==> src/rtl/btp_pkg.sv <==
// Shared types, character codes and limits for the bencode token parser.
// No dependencies; every other rtl file except btp_ram imports this package.
package btp_pkg;

   // Default nesting depth and fixed syntax limits
   localparam int MAX_NESTING_DEF = 32;
   localparam int MAX_INT_CHARS   = 20;
   localparam int MAX_LEN_DIGITS  = 10;

   localparam logic [31:0] BUDGET_RESET = 32'd16777216;

   // Characters with meaning in the grammar
   localparam logic [7:0] CH_I     = 8'h69;
   localparam logic [7:0] CH_L     = 8'h6C;
   localparam logic [7:0] CH_D     = 8'h64;
   localparam logic [7:0] CH_E     = 8'h65;
   localparam logic [7:0] CH_COLON = 8'h3A;
   localparam logic [7:0] CH_MINUS = 8'h2D;
   localparam logic [7:0] CH_0     = 8'h30;
   localparam logic [7:0] CH_9     = 8'h39;

   // floor((2^63 - 1) / 10); the per-digit overflow bound is this or one less
   localparam logic [63:0] INT_SAT_Q = 64'd922337203685477580;
   localparam logic [63:0] INT_MAX   = 64'h7FFF_FFFF_FFFF_FFFF;
   localparam logic [63:0] INT_MIN   = 64'h8000_0000_0000_0000;

   typedef enum logic [3:0] {
      PH_VALUE = 4'd0,
      PH_KEY   = 4'd1,
      PH_ISIGN = 4'd2,
      PH_INEG  = 4'd3,
      PH_IZERO = 4'd4,
      PH_IDIG  = 4'd5,
      PH_LEN   = 4'd6,
      PH_STR   = 4'd7,
      PH_DONE  = 4'd8
   } phase_type;

   // Container kind held per nesting level
   typedef enum logic [1:0] {
      SK_NONE = 2'd0,
      SK_LIST = 2'd1,
      SK_DKEY = 2'd2,
      SK_DVAL = 2'd3
   } sk_type;

   typedef enum logic [2:0] {
      ST_OK      = 3'd0,
      ST_EARLY   = 3'd1,
      ST_CORRUPT = 3'd2,
      ST_TRAIL   = 3'd3,
      ST_DEEP    = 3'd4
   } status_type;

   typedef enum logic [2:0] {
      TK_NONE  = 3'd0,
      TK_INT   = 3'd1,
      TK_SHDR  = 3'd2,
      TK_SBYTE = 3'd3,
      TK_LIST  = 3'd4,
      TK_DICT  = 3'd5,
      TK_CLOSE = 3'd6
   } kind_type;

   // Parser state outside the nesting stack
   typedef struct packed {
      phase_type   phase;
      logic [63:0] num_accum;
      logic        num_neg;
      logic        num_sat;
      logic [4:0]  digit_count;
      logic [33:0] bytes_left;
      logic [32:0] budget_used;
      status_type  err_code;
      logic        top_complete;
   } parse_state_type;

   localparam parse_state_type PARSE_RESET = '{
      phase:        PH_VALUE,
      num_accum:    64'd0,
      num_neg:      1'b0,
      num_sat:      1'b0,
      digit_count:  5'd0,
      bytes_left:   34'd0,
      budget_used:  33'd0,
      err_code:     ST_OK,
      top_complete: 1'b0
   };

   // Stack update requested by the decoder; set rewrites the top after any pop
   typedef struct packed {
      logic   clear;
      logic   push;
      logic   pop;
      logic   set;
      sk_type kind;
   } stack_op_type;

   typedef struct packed {
      kind_type    kind;
      logic [63:0] value;
      logic [5:0]  nest_level;
      status_type  status;
      logic        done;
   } result_type;

endpackage

==> src/rtl/btp_ram.sv <==
// Generic single-write, single-read RAM with registered read data (read-first).
// No dependencies.
module btp_ram #(
   parameter int WIDTH = 2,
   parameter int DEPTH = 32,
   localparam int AW   = (DEPTH > 1) ? $clog2(DEPTH) : 1
) (
   input  logic             clock,
   input  logic             wr_en,
   input  logic [AW-1:0]    wr_addr,
   input  logic [WIDTH-1:0] wr_data,
   input  logic [AW-1:0]    rd_addr,
   output logic [WIDTH-1:0] rd_data
);

   logic [WIDTH-1:0] mem_ff [DEPTH];
   logic [WIDTH-1:0] rd_data_ff;

   // Write port and registered read port
   always_ff @(posedge clock) begin
      if (wr_en) begin
         mem_ff[wr_addr] <= wr_data;
      end
      rd_data_ff <= mem_ff[rd_addr];
   end

   assign rd_data = rd_data_ff;

endmodule

==> src/rtl/btp_nest_stack.sv <==
// Nesting stack: top entry in a register, lower entries in a RAM whose
// read port always prefetches the entry under the top. Uses btp_pkg, btp_ram.
module btp_nest_stack #(
   parameter int MAX_NESTING = btp_pkg::MAX_NESTING_DEF,
   localparam int PW         = $clog2(MAX_NESTING + 1)
) (
   input  logic                  clock,
   input  logic                  reset,
   input  logic                  enable,
   input  btp_pkg::stack_op_type op,
   output logic [PW-1:0]         ptr,
   output btp_pkg::sk_type       top,
   output btp_pkg::sk_type       under
);
   import btp_pkg::*;

   localparam int AW = (MAX_NESTING > 1) ? $clog2(MAX_NESTING) : 1;

   logic [PW-1:0] ptr_ff, ptr_in;
   sk_type        top_ff, top_in;
   logic          byp_vld_ff, byp_vld_in;
   sk_type        byp_data_ff;
   logic          wr_en;
   logic [AW-1:0] wr_addr, rd_addr;
   logic [1:0]    rd_data;
   logic [PW-1:0] ptr_m1, ptr_in_m2;

   // Pointer and top-of-stack next values
   always_comb begin
      ptr_in = ptr_ff;
      top_in = top_ff;
      if (enable) begin
         if (op.clear) begin
            ptr_in = '0;
         end else begin
            ptr_in = ptr_ff + PW'(op.push) - PW'(op.pop);
         end
         if (op.push || op.set) begin
            top_in = op.kind;
         end else if (op.pop) begin
            top_in = under;
         end
      end
   end

   // Push spills the old top below; read side tracks the new under-top slot
   assign ptr_m1    = ptr_ff - PW'(1);
   assign ptr_in_m2 = ptr_in - PW'(2);
   assign wr_en     = enable && op.push && (ptr_ff != '0);
   assign wr_addr   = ptr_m1[AW-1:0];
   assign rd_addr   = (ptr_in >= PW'(2)) ? ptr_in_m2[AW-1:0] : '0;
   assign byp_vld_in = wr_en && (wr_addr == rd_addr);

   btp_ram #(
      .WIDTH (2),
      .DEPTH (MAX_NESTING)
   ) u_ram (
      .clock   (clock),
      .wr_en   (wr_en),
      .wr_addr (wr_addr),
      .wr_data (top_ff),
      .rd_addr (rd_addr),
      .rd_data (rd_data)
   );

   always_ff @(posedge clock) begin
      if (reset) begin
         ptr_ff     <= '0;
         byp_vld_ff <= 1'b0;
      end else begin
         ptr_ff     <= ptr_in;
         byp_vld_ff <= byp_vld_in;
      end
      top_ff      <= top_in;
      byp_data_ff <= top_ff;
   end

   assign ptr   = ptr_ff;
   assign top   = top_ff;
   assign under = byp_vld_ff ? byp_data_ff : sk_type'(rd_data);

endmodule

==> src/rtl/btp_decode.sv <==
// Per-byte decode: next parser state, stack update and the token for one beat.
// Purely combinational. Uses btp_pkg.
module btp_decode #(
   parameter int MAX_NESTING = btp_pkg::MAX_NESTING_DEF,
   localparam int PW         = $clog2(MAX_NESTING + 1)
) (
   input  logic [7:0]               in_byte,
   input  logic                     in_last,
   input  btp_pkg::parse_state_type st,
   input  logic [PW-1:0]            ptr,
   input  btp_pkg::sk_type          top,
   input  btp_pkg::sk_type          under,
   input  logic [31:0]              budget,
   output btp_pkg::parse_state_type st_next,
   output btp_pkg::stack_op_type    op,
   output btp_pkg::result_type      result
);
   import btp_pkg::*;

   logic          is_dig;
   logic [3:0]    dgt;
   logic [63:0]   sat_lim, acc10;
   logic          acc_over;
   logic [33:0]   len10;
   logic          go_close, go_start, go_add, go_emit, len_colon;
   logic          do_vd, vd_close, v_zero, v_chg;
   sk_type        v_top;
   logic          chg_en;
   logic [33:0]   chg_amt;
   logic [34:0]   chg_sum;
   logic          chg_over;
   status_type    fail_code, err_after;
   kind_type      kind;
   logic [63:0]   value;
   logic [PW-1:0] ptr_after;
   logic [PW+5:0] lvl_ext;

   // Digit helpers and the two multiply-by-ten paths
   assign is_dig   = in_byte inside {[CH_0:CH_9]};
   assign dgt      = in_byte[3:0];
   assign sat_lim  = INT_SAT_Q - 64'(dgt > (st.num_neg ? 4'd8 : 4'd7));
   assign acc_over = st.num_accum > sat_lim;
   assign acc10    = (st.num_accum << 3) + (st.num_accum << 1) + 64'(dgt);
   assign len10    = (st.bytes_left << 3) + (st.bytes_left << 1) + 34'(dgt);

   always_comb begin
      st_next   = st;
      op        = '0;
      op.kind   = SK_NONE;
      kind      = TK_NONE;
      value     = '0;
      fail_code = ST_OK;
      go_close  = 1'b0;
      go_start  = 1'b0;
      go_add    = 1'b0;
      go_emit   = 1'b0;
      len_colon = 1'b0;
      do_vd     = 1'b0;
      vd_close  = 1'b0;
      v_zero    = 1'b0;
      v_top     = SK_NONE;
      v_chg     = 1'b0;
      chg_en    = 1'b0;
      chg_amt   = '0;
      chg_sum   = '0;
      chg_over  = 1'b0;

      if (st.err_code == ST_OK) begin
         // Phase dispatch
         case (st.phase)
            PH_VALUE: begin
               if (in_byte == CH_E && ptr != '0 && top == SK_LIST) begin
                  go_close = 1'b1;
               end else begin
                  go_start = 1'b1;
               end
            end
            PH_KEY: begin
               if (in_byte == CH_E) begin
                  go_close = 1'b1;
               end else if (is_dig) begin
                  go_start = 1'b1;
               end else begin
                  fail_code = ST_CORRUPT;
               end
            end
            PH_ISIGN: begin
               if (in_byte == CH_MINUS) begin
                  st_next.num_neg     = 1'b1;
                  st_next.digit_count = 5'd1;
                  st_next.phase       = PH_INEG;
               end else if (in_byte == CH_0) begin
                  st_next.digit_count = st.digit_count + 5'd1;
                  st_next.phase       = PH_IZERO;
               end else if (is_dig) begin
                  go_add        = 1'b1;
                  st_next.phase = PH_IDIG;
               end else begin
                  fail_code = ST_CORRUPT;
               end
            end
            PH_INEG: begin
               if (is_dig && in_byte != CH_0) begin
                  go_add        = 1'b1;
                  st_next.phase = PH_IDIG;
               end else begin
                  fail_code = ST_CORRUPT;
               end
            end
            PH_IZERO: begin
               if (in_byte == CH_E) begin
                  go_emit = 1'b1;
               end else begin
                  fail_code = ST_CORRUPT;
               end
            end
            PH_IDIG: begin
               if (in_byte == CH_E) begin
                  go_emit = 1'b1;
               end else if (is_dig && st.digit_count < 5'(MAX_INT_CHARS)) begin
                  go_add = 1'b1;
               end else begin
                  fail_code = ST_CORRUPT;
               end
            end
            PH_LEN: begin
               if (in_byte == CH_COLON) begin
                  len_colon = 1'b1;
                  kind      = TK_SHDR;
                  value     = 64'(st.bytes_left);
               end else if (is_dig && !(st.digit_count == 5'd1 && st.bytes_left == '0)
                            && st.digit_count < 5'(MAX_LEN_DIGITS)) begin
                  st_next.digit_count = st.digit_count + 5'd1;
                  st_next.bytes_left  = len10;
               end else begin
                  fail_code = ST_CORRUPT;
               end
            end
            PH_STR: begin
               kind               = TK_SBYTE;
               value              = 64'(in_byte);
               st_next.bytes_left = st.bytes_left - 34'd1;
               do_vd              = (st.bytes_left == 34'd1);
            end
            default: begin
               fail_code = ST_TRAIL;
            end
         endcase

         // Start of a new value: integer, container or string length
         if (go_start) begin
            if (in_byte == CH_I) begin
               st_next.num_accum   = '0;
               st_next.num_neg     = 1'b0;
               st_next.num_sat     = 1'b0;
               st_next.digit_count = '0;
               st_next.phase       = PH_ISIGN;
            end else if (in_byte == CH_L || in_byte == CH_D) begin
               if (ptr >= PW'(MAX_NESTING)) begin
                  fail_code = ST_DEEP;
               end else begin
                  op.push = 1'b1;
                  if (in_byte == CH_L) begin
                     op.kind       = SK_LIST;
                     kind          = TK_LIST;
                     st_next.phase = PH_VALUE;
                  end else begin
                     op.kind       = SK_DKEY;
                     kind          = TK_DICT;
                     st_next.phase = PH_KEY;
                  end
               end
            end else if (is_dig) begin
               st_next.bytes_left  = 34'(dgt);
               st_next.digit_count = 5'd1;
               st_next.phase       = PH_LEN;
            end else begin
               fail_code = ST_CORRUPT;
            end
         end

         if (go_close) begin
            op.pop   = 1'b1;
            kind     = TK_CLOSE;
            do_vd    = 1'b1;
            vd_close = 1'b1;
         end

         // Integer digit with saturation
         if (go_add) begin
            st_next.digit_count = st.digit_count + 5'd1;
            if (!st.num_sat) begin
               if (acc_over) begin
                  st_next.num_sat = 1'b1;
               end else begin
                  st_next.num_accum = acc10;
               end
            end
         end

         if (go_emit) begin
            kind  = TK_INT;
            do_vd = 1'b1;
            if (st.num_sat) begin
               value = st.num_neg ? INT_MIN : INT_MAX;
            end else begin
               value = st.num_neg ? (64'd0 - st.num_accum) : st.num_accum;
            end
         end

         // Enclosing container after a finished value
         v_zero = vd_close ? (ptr == PW'(1)) : (ptr == '0);
         v_top  = vd_close ? under : top;
         v_chg  = !v_zero && v_top != SK_DKEY;

         // Allocation budget: string length, or one element per finished list item or dict value
         chg_en  = len_colon || (do_vd && v_chg);
         chg_amt = len_colon ? ((st.bytes_left != '0) ? st.bytes_left : 34'(v_chg))
                             : 34'd1;
         chg_sum  = 35'(st.budget_used) + 35'(chg_amt);
         chg_over = chg_sum > 35'(budget);
         if (chg_en) begin
            if (chg_over) begin
               fail_code = ST_CORRUPT;
            end else begin
               st_next.budget_used = chg_sum[32:0];
            end
         end

         if (len_colon && !chg_over) begin
            if (st.bytes_left == '0) begin
               do_vd = 1'b1;
            end else begin
               st_next.phase = PH_STR;
            end
         end

         if (do_vd) begin
            if (v_zero) begin
               st_next.top_complete = 1'b1;
               st_next.phase        = PH_DONE;
            end else if (v_top == SK_DKEY) begin
               op.set        = 1'b1;
               op.kind       = SK_DVAL;
               st_next.phase = PH_VALUE;
            end else if (v_top == SK_DVAL) begin
               op.set        = 1'b1;
               op.kind       = SK_DKEY;
               st_next.phase = PH_KEY;
            end else begin
               st_next.phase = PH_VALUE;
            end
         end
      end

      // Sticky error, token suppression and end-of-document check
      err_after = (st.err_code != ST_OK) ? st.err_code : fail_code;
      if (err_after != ST_OK) begin
         kind  = TK_NONE;
         value = '0;
      end
      if (in_last && err_after == ST_OK && !st_next.top_complete) begin
         err_after = ST_EARLY;
      end
      st_next.err_code = err_after;

      ptr_after = ptr + PW'(op.push) - PW'(op.pop);
      lvl_ext   = {6'd0, ptr_after};

      result.kind       = kind;
      result.value      = value;
      result.nest_level = lvl_ext[5:0];
      result.status     = err_after;
      result.done       = in_last;

      // Final byte restarts the parse
      if (in_last) begin
         st_next  = PARSE_RESET;
         op.clear = 1'b1;
      end
   end

endmodule

==> src/rtl/bencode_token_parser.sv <==
// Bencode token parser: one document byte per beat in, one token per beat out,
// with one result for every byte and a sticky status that restarts after the
// beat flagged last. One byte per clock passes the input register, then decode
// into the result register, unless rsp_stall holds a result. The nesting stack
// keeps its top entry in a register and the rest in a RAM of MAX_NESTING
// two-bit entries whose read port always prefetches the entry under the top,
// so opens and closes also sustain one byte per clock. No clearing pass is
// needed after reset. Depends on btp_pkg, btp_decode, btp_nest_stack, btp_ram.
module bencode_token_parser #(
   parameter int MAX_NESTING = btp_pkg::MAX_NESTING_DEF
) (
   input  logic               clock,
   input  logic               reset,
   // request channel
   input  logic               req_valid,
   output logic               req_stall,
   input  logic [7:0]         req_in_byte,
   input  logic               req_in_last,
   // response channel
   output logic               rsp_valid,
   input  logic               rsp_stall,
   output logic [2:0]         rsp_token_kind,
   output logic signed [63:0] rsp_token_value,
   output logic [5:0]         rsp_nest_level,
   output logic [2:0]         rsp_parse_status,
   output logic               rsp_doc_done,
   // budget register
   input  logic               csr_wr_en,
   input  logic [31:0]        csr_wr_data
);
   import btp_pkg::*;

   localparam int PW = $clog2(MAX_NESTING + 1);

   logic            a_valid_ff, a_valid_in;
   logic [7:0]      a_byte_ff;
   logic            a_last_ff;
   logic            rsp_valid_ff, rsp_valid_in;
   result_type      result_ff, result_in;
   parse_state_type state_ff, state_in;
   logic [31:0]     budget_ff;
   logic            accept, fire;
   stack_op_type    stack_op;
   logic [PW-1:0]   nest_ptr;
   sk_type          stack_top, stack_under;

   // Handshake: the input register moves on whenever the result slot frees up
   assign fire         = a_valid_ff && (!rsp_valid_ff || !rsp_stall);
   assign req_stall    = a_valid_ff && !fire;
   assign accept       = req_valid && !req_stall;
   assign a_valid_in   = accept || (a_valid_ff && !fire);
   assign rsp_valid_in = fire || (rsp_valid_ff && rsp_stall);

   btp_decode #(
      .MAX_NESTING (MAX_NESTING)
   ) u_decode (
      .in_byte (a_byte_ff),
      .in_last (a_last_ff),
      .st      (state_ff),
      .ptr     (nest_ptr),
      .top     (stack_top),
      .under   (stack_under),
      .budget  (budget_ff),
      .st_next (state_in),
      .op      (stack_op),
      .result  (result_in)
   );

   btp_nest_stack #(
      .MAX_NESTING (MAX_NESTING)
   ) u_stack (
      .clock  (clock),
      .reset  (reset),
      .enable (fire),
      .op     (stack_op),
      .ptr    (nest_ptr),
      .top    (stack_top),
      .under  (stack_under)
   );

   // Control and parser state
   always_ff @(posedge clock) begin
      if (reset) begin
         a_valid_ff   <= 1'b0;
         rsp_valid_ff <= 1'b0;
         state_ff     <= PARSE_RESET;
         budget_ff    <= BUDGET_RESET;
      end else begin
         a_valid_ff   <= a_valid_in;
         rsp_valid_ff <= rsp_valid_in;
         if (fire) begin
            state_ff <= state_in;
         end
         if (csr_wr_en) begin
            budget_ff <= csr_wr_data;
         end
      end
   end

   // Beat payload registers
   always_ff @(posedge clock) begin
      if (accept) begin
         a_byte_ff <= req_in_byte;
         a_last_ff <= req_in_last;
      end
      if (fire) begin
         result_ff <= result_in;
      end
   end

   assign rsp_valid        = rsp_valid_ff;
   assign rsp_token_kind   = result_ff.kind;
   assign rsp_token_value  = $signed(result_ff.value);
   assign rsp_nest_level   = result_ff.nest_level;
   assign rsp_parse_status = result_ff.status;
   assign rsp_doc_done     = result_ff.done;

`ifndef NO_ASSERTIONS
   // Final byte of a document leaves a clean parser and an empty stack
   a_restart: assert property (@(posedge clock) disable iff (reset)
      fire && a_last_ff |=> state_ff.err_code == ST_OK && nest_ptr == '0)
      else $error("parser did not restart after last byte");

   // Error code holds until the document ends
   a_sticky: assert property (@(posedge clock) disable iff (reset)
      fire && !a_last_ff && state_ff.err_code != ST_OK
      |=> state_ff.err_code == $past(state_ff.err_code))
      else $error("error code changed before end of document");

   // A waiting input beat is neither dropped nor altered
   a_hold: assert property (@(posedge clock) disable iff (reset)
      a_valid_ff && !fire |=> a_valid_ff && $stable(a_byte_ff) && $stable(a_last_ff))
      else $error("pending input beat lost");
`endif

endmodule

==> config.mk <==
export PLATFORM = sky130hd
export DESIGN_NAME = bencode_token_parser
export DESIGN_NICKNAME = d
export VERILOG_FILES = /design/src/rtl/btp_pkg.sv /design/src/rtl/btp_ram.sv /design/src/rtl/btp_nest_stack.sv /design/src/rtl/btp_decode.sv /design/src/rtl/bencode_token_parser.sv
export SDC_FILE = /design/constraint.sdc
export NUM_CORES = 1
export LEC_CHECK = 0
export ABC_CLOCK_PERIOD_IN_PS = 6800
export BUFFER_PORTS_ARGS = -buffer_cell sky130_fd_sc_hd__buf_4
export CAP_MARGIN = 20
export CORE_MARGIN = 1.5
export CORE_UTILIZATION = 24
export CTS_BUF_LIST = sky130_fd_sc_hd__clkbuf_4
export DETAILED_ROUTE_END_ITERATION = 12
export GPL_ROUTABILITY_DRIVEN = 0
export PLACE_DENSITY = 0.4
export RECOVER_POWER = 50
export SETUP_SLACK_MARGIN = 0.2
export SLEW_MARGIN = 20
export SYNTH_ARGS = -nofsm -noshare
export SYNTH_HDL_FRONTEND = slang
export SYNTH_HIERARCHICAL = 1
export SYNTH_SLANG_ARGS = --single-unit
==> constraint.sdc <==
create_clock -name clock -period 6.8 [get_ports clock]
set_clock_uncertainty 0.1 [all_clocks]
set_input_delay 0.68 -clock clock [delete_from_list [all_inputs] [get_ports clock]]
set_output_delay 0.68 -clock clock [all_outputs]
set_load 0.05 [all_outputs]
==> results.md <==
Route:
- The routed design has 120 mm of wire.
- The post-detailed-route wirelength per cell is 20.2 µm.
- The count of TritonRoute iterations in the first routing pass is 5.
- In this run, the number of DRC markers left after iteration 0 of detailed routing was slightly above 2000.
- For this run, design rule violations remaining after detail routing come to 0.
- The number of nets with antenna violations after routing is 0.
- The total number of vias is between 20000 and 30000.
- Using the TritonRoute via totals, the vias-per-cell ratio works out to roughly 5.0.

Logic synthesis:
- The number of standard cells after synthesis is around 3800.
- The number of different library cells used by synthesis comes to 113.
- Sequential elements use 26.9% of the synthesized area.
- The number of flip-flops and latches in the synthesized netlist is 343.
- The synthesized net count is 4108.
- The mean instance size in the synthesized netlist is 8.27 µm².
- For this run, asynchronously set or reset flops after synthesis account for 0%.
- The netlist area before placement is 31200 µm².
- For this run, the leading register cell type out of synthesis is sky130_fd_sc_hd__dfxtp_1.
- Yosys mapped a number of flops with a built-in enable equal to 152.
- The count of warnings emitted by yosys is 6.

Critical path:
- Along the worst path, the maximum fanout reaches 8.
- The kind of cell with the highest combined delay along the critical path is compound AO/OA/AOI/OAI gates.
- In this run the worst setup path begins at a_byte_ff[7].
- STA classifies the critical path endpoint as a flop.
- The maximum single-stage delay on the critical path is 0.48 ns.
- The critical path runs through a total of 35 cells.
- The critical path startpoint category is a flop.
- In this run the critical register-to-register path is captured at state_ff[12].
- Counting both buffers and inverters, the worst setup path holds a total of 6.
- The worst setup path is of the reg2reg kind.
- The reg-to-reg setup timing slack is -0.13 ns.
- The required time at the endpoint of the critical path is 7.49 ns.
- The logic depth of the worst register-to-register path is 35.
- The cell with the largest stage delay on the worst path is sky130_fd_sc_hd__or4_1.
- The cell that appears most often on the critical path is sky130_fd_sc_hd__buf_6.
- The startpoint identified for the worst register-to-register timing path is a_byte_ff[7].
- STA puts the critical path data arrival time at 7.62 ns.
- The last element of the critical path is state_ff[12].

Floorplanning:
- For this configuration, the core starts out at a cell density of 24.1%.
- Measured along the x axis, the die boundary spans 364 µm.
- The die is 364 µm tall.
- The count of standard-cell rows is 132.
- The floorplan step defined a die boundary enclosing 132000 µm².
- ~130 I/O pins were placed.
- The standard cell core area is 129000 µm².

Clock tree:
- The TritonCTS clock tree is built.
- The H-tree was split into 3 levels.
- At the later pin of the worst-skew pair, clock insertion delay measures 1.00 ns.
- In this run, CTS created clock tree buffers numbering 108.
- The buffer type at the clock tree root is sky130_fd_sc_hd__clkbuf_4.
- The clock passes through at most 3 buffers.
- The TritonCTS sink count is 343.
- The clock-pin transition on the worst setup and hold timing paths is ~0.07 ns.

Placement:
- The HPWL after detailed placement is 84.8 mm.
- During placement, the flow inserted port buffers numbering 124.
- OpenSTA, run right after detailed placement, puts the worst setup slack at -0.341 ns.
- The total instance count after detailed placement is 5622.

Timing:
- Setup repair after global routing could not meet its margin everywhere.
- Derived from the worst setup path, the maximum achievable clock frequency is 144 MHz.
- The final hold violation count is 0.
- The transition at the pin with the smallest max-transition slack is 5.09 ns.
- The number of setup violations in the final report is a little over 70.
- After routing, the total negative slack on setup checks comes to -2.76 ns.
- The number of slew-limit violations in the final report came to 246.
- The time the worst path needs with I/O delays and setup is a little under 7 ns.
- Of the available clock period, the critical path in the final layout requires 102%.
- Hold timing on the final database bottoms out at a slack of 0.208 ns.
- In this run the tightest slew margin relative to its limit is -239%.
- The post-route worst setup slack is -0.132 ns.

Worst hold path:
- The tightest min-delay check is of the in2reg type.

Global routing:
- The number of global-route vias before repair came to 28600.
- The number of antenna violations at the first check in global routing was 6.
- For this run the aggregate overflow at the end of global routing stands at 0.
- In the global route stage, overall resource usage came out at ~17%.
- The first-pass GRT wire length is about 180 mm.
- Entering global routing, the biggest net connects 193 pins.

Pwr:
- Power spread over the standard cell area amounts to roughly 130 nW/µm².
- The highest ir drop seen on vdd is 0.0835 mV.
- The analysis attributes to cell leakage a power of 15.2 nW.

Cells and area:
- The post-route non-filler standard cell count is 5911.
- The share of post-route cells with drive strength above 1 is 15.4%.
- The net count of the finished layout is between 4000 and 5000.
- Compared with the post-synthesis result, the final layout area differs by 19.9%.
- At the end of the flow the core is filled with cells to 28.9%.

Flow run:
- The number of max-capacitance violations reported is 4.

Outcome:
- The checks that failed: capacitance limit, slew limit, setup timing.
- The flow ran to the end, but the final reports show violations.
-- metrics by stage --
step	area (µm²)	total power (W)
finish	37400	0.00496
global route	37400	0.00522
CTS	37000	0.00509
detailed placement	34900	0.00269
global placement	34900	0.00269
floorplan	31200	0.00254
-- cells by family (layout without fill, tap and decap cells) --
logic type	Yosys count	count (layout)	synth area share, %
simple gates	1455	1455	24.3
compound gates	953	953	19.9
flops	343	343	26.9
buf+inv	342	732	5.13
fa+ha+maj	290	290	11.8
mux	259	259	8.36
xor+xnor	130	130	3.65
other cells	0	7	0
-- cell type report --
type	count	area (µm²)
Clock inverter	29	175
Fill cell	14100	91900
Timing Repair Buffer	416	3230
Antenna cell	7	17.5
Sequential cell	343	8400
Tap cell	1742	2180
Inverter	114	428
Multi-Input combinational cell	3087	21700
Clock buffer	173	1300
-- cell usage in the layout (no fill, tap or decap), types with 38 or more instances in the layout --
| master | n |
|---|---|
| sky130_fd_sc_hd__and3_1 | 54 |
| sky130_fd_sc_hd__ha_1 | 280 |
| sky130_fd_sc_hd__buf_4 | 272 |
| sky130_fd_sc_hd__xnor2_1 | 83 |
| sky130_fd_sc_hd__dfxtp_1 | 185 |
| sky130_fd_sc_hd__o21ai_0 | 176 |
| sky130_fd_sc_hd__clkbuf_4 | 174 |
| sky130_fd_sc_hd__inv_1 | 111 |
| sky130_fd_sc_hd__xor2_1 | 44 |
| sky130_fd_sc_hd__nor2_1 | 390 |
| sky130_fd_sc_hd__a21oi_1 | 296 |
| sky130_fd_sc_hd__nand2_1 | 214 |
| sky130_fd_sc_hd__clkbuf_1 | 70 |
| sky130_fd_sc_hd__nand3_1 | 105 |
| sky130_fd_sc_hd__nor3_1 | 77 |
| sky130_fd_sc_hd__nand4_1 | 38 |
| sky130_fd_sc_hd__nand2b_1 | 318 |
| sky130_fd_sc_hd__a21o_1 | 72 |
| sky130_fd_sc_hd__a31oi_1 | 48 |
| sky130_fd_sc_hd__edfxtp_1 | 152 |
| sky130_fd_sc_hd__mux2i_1 | 249 |
| sky130_fd_sc_hd__dlygate4sd3_1 | 44 |
-- synthesized netlist by cell type (108+ instances only) --
library cell,n,area share [%]
sky130_fd_sc_hd__a21oi_1,303,4.9
sky130_fd_sc_hd__clkbuf_1,162,1.9
sky130_fd_sc_hd__dfxtp_1,191,12
sky130_fd_sc_hd__edfxtp_1,152,15
sky130_fd_sc_hd__ha_1,283,11
sky130_fd_sc_hd__inv_1,113,1.4
sky130_fd_sc_hd__mux2i_1,249,8.0
sky130_fd_sc_hd__nand2_1,217,2.6
sky130_fd_sc_hd__nand2b_1,320,6.4
sky130_fd_sc_hd__nand3_1,108,1.7
sky130_fd_sc_hd__nor2_1,395,4.8
sky130_fd_sc_hd__o21ai_0,180,2.9
-- routing by layer --
layer	global-route usage [%]	vias to the layer above	wire (µm)
met3	2.34	187	4750
li1	-	14500	-
met5	0	-	0
met1	24.4	14100	57900
met4	5.23	0	3320
met2	27.6	702	53600
-- timing repair --
action	in CTS	in global routing
hold endpoints to repair	43	0
setup endpoints to repair	112	114
setup buffers	8	21
resized for setup	24	83
hold buffers	44	0
cloned	0	7
pin swaps	19	18
-- flip-flops by register name, indices dropped and copies added (netlist names), 3 cells and up --
name,flops
rsp_token_kind,3
a_byte_ff,8
budget_ff,32
u_stack/ptr,6
u_stack/u_ram/mem_ff,64
state_ff,146
rsp_token_value,64
rsp_nest_level,6
rsp_parse_status,3
-- tightest hold or removal path, delay by kind of cell --
kind,cells,cell delay [ns]
buffers and inverters,1,0.28
and+or+nand+nor,1,0.07
muxes,1,0.18
-- power by group --
group / leakage [nW] / internal, W / switching, W
combinational: 11.4 / 0.000176 / 0.000286
sequential: 2.96 / 0.00218 / 0.0000262
clock: 0.885 / 0.00122 / 0.00107
-- worst min path at each step --
stage	startpoint	slack, ns	cells after the start	to
6_report	csr_wr_en	0.21	3	budget_ff[1]
5_1_grt	csr_wr_en	0.11	3	budget_ff[17]
4_1_cts	csr_wr_en	0.08	3	budget_ff[17]
3_5_place_dp	budget_ff[2]	0.39	2	budget_ff[2]
3_3_place_gp	budget_ff[4]	0.38	2	budget_ff[4]
2_1_floorplan	state_ff[142]	0.35	2	state_ff[142]
Power figures use the tool's default switching activity.
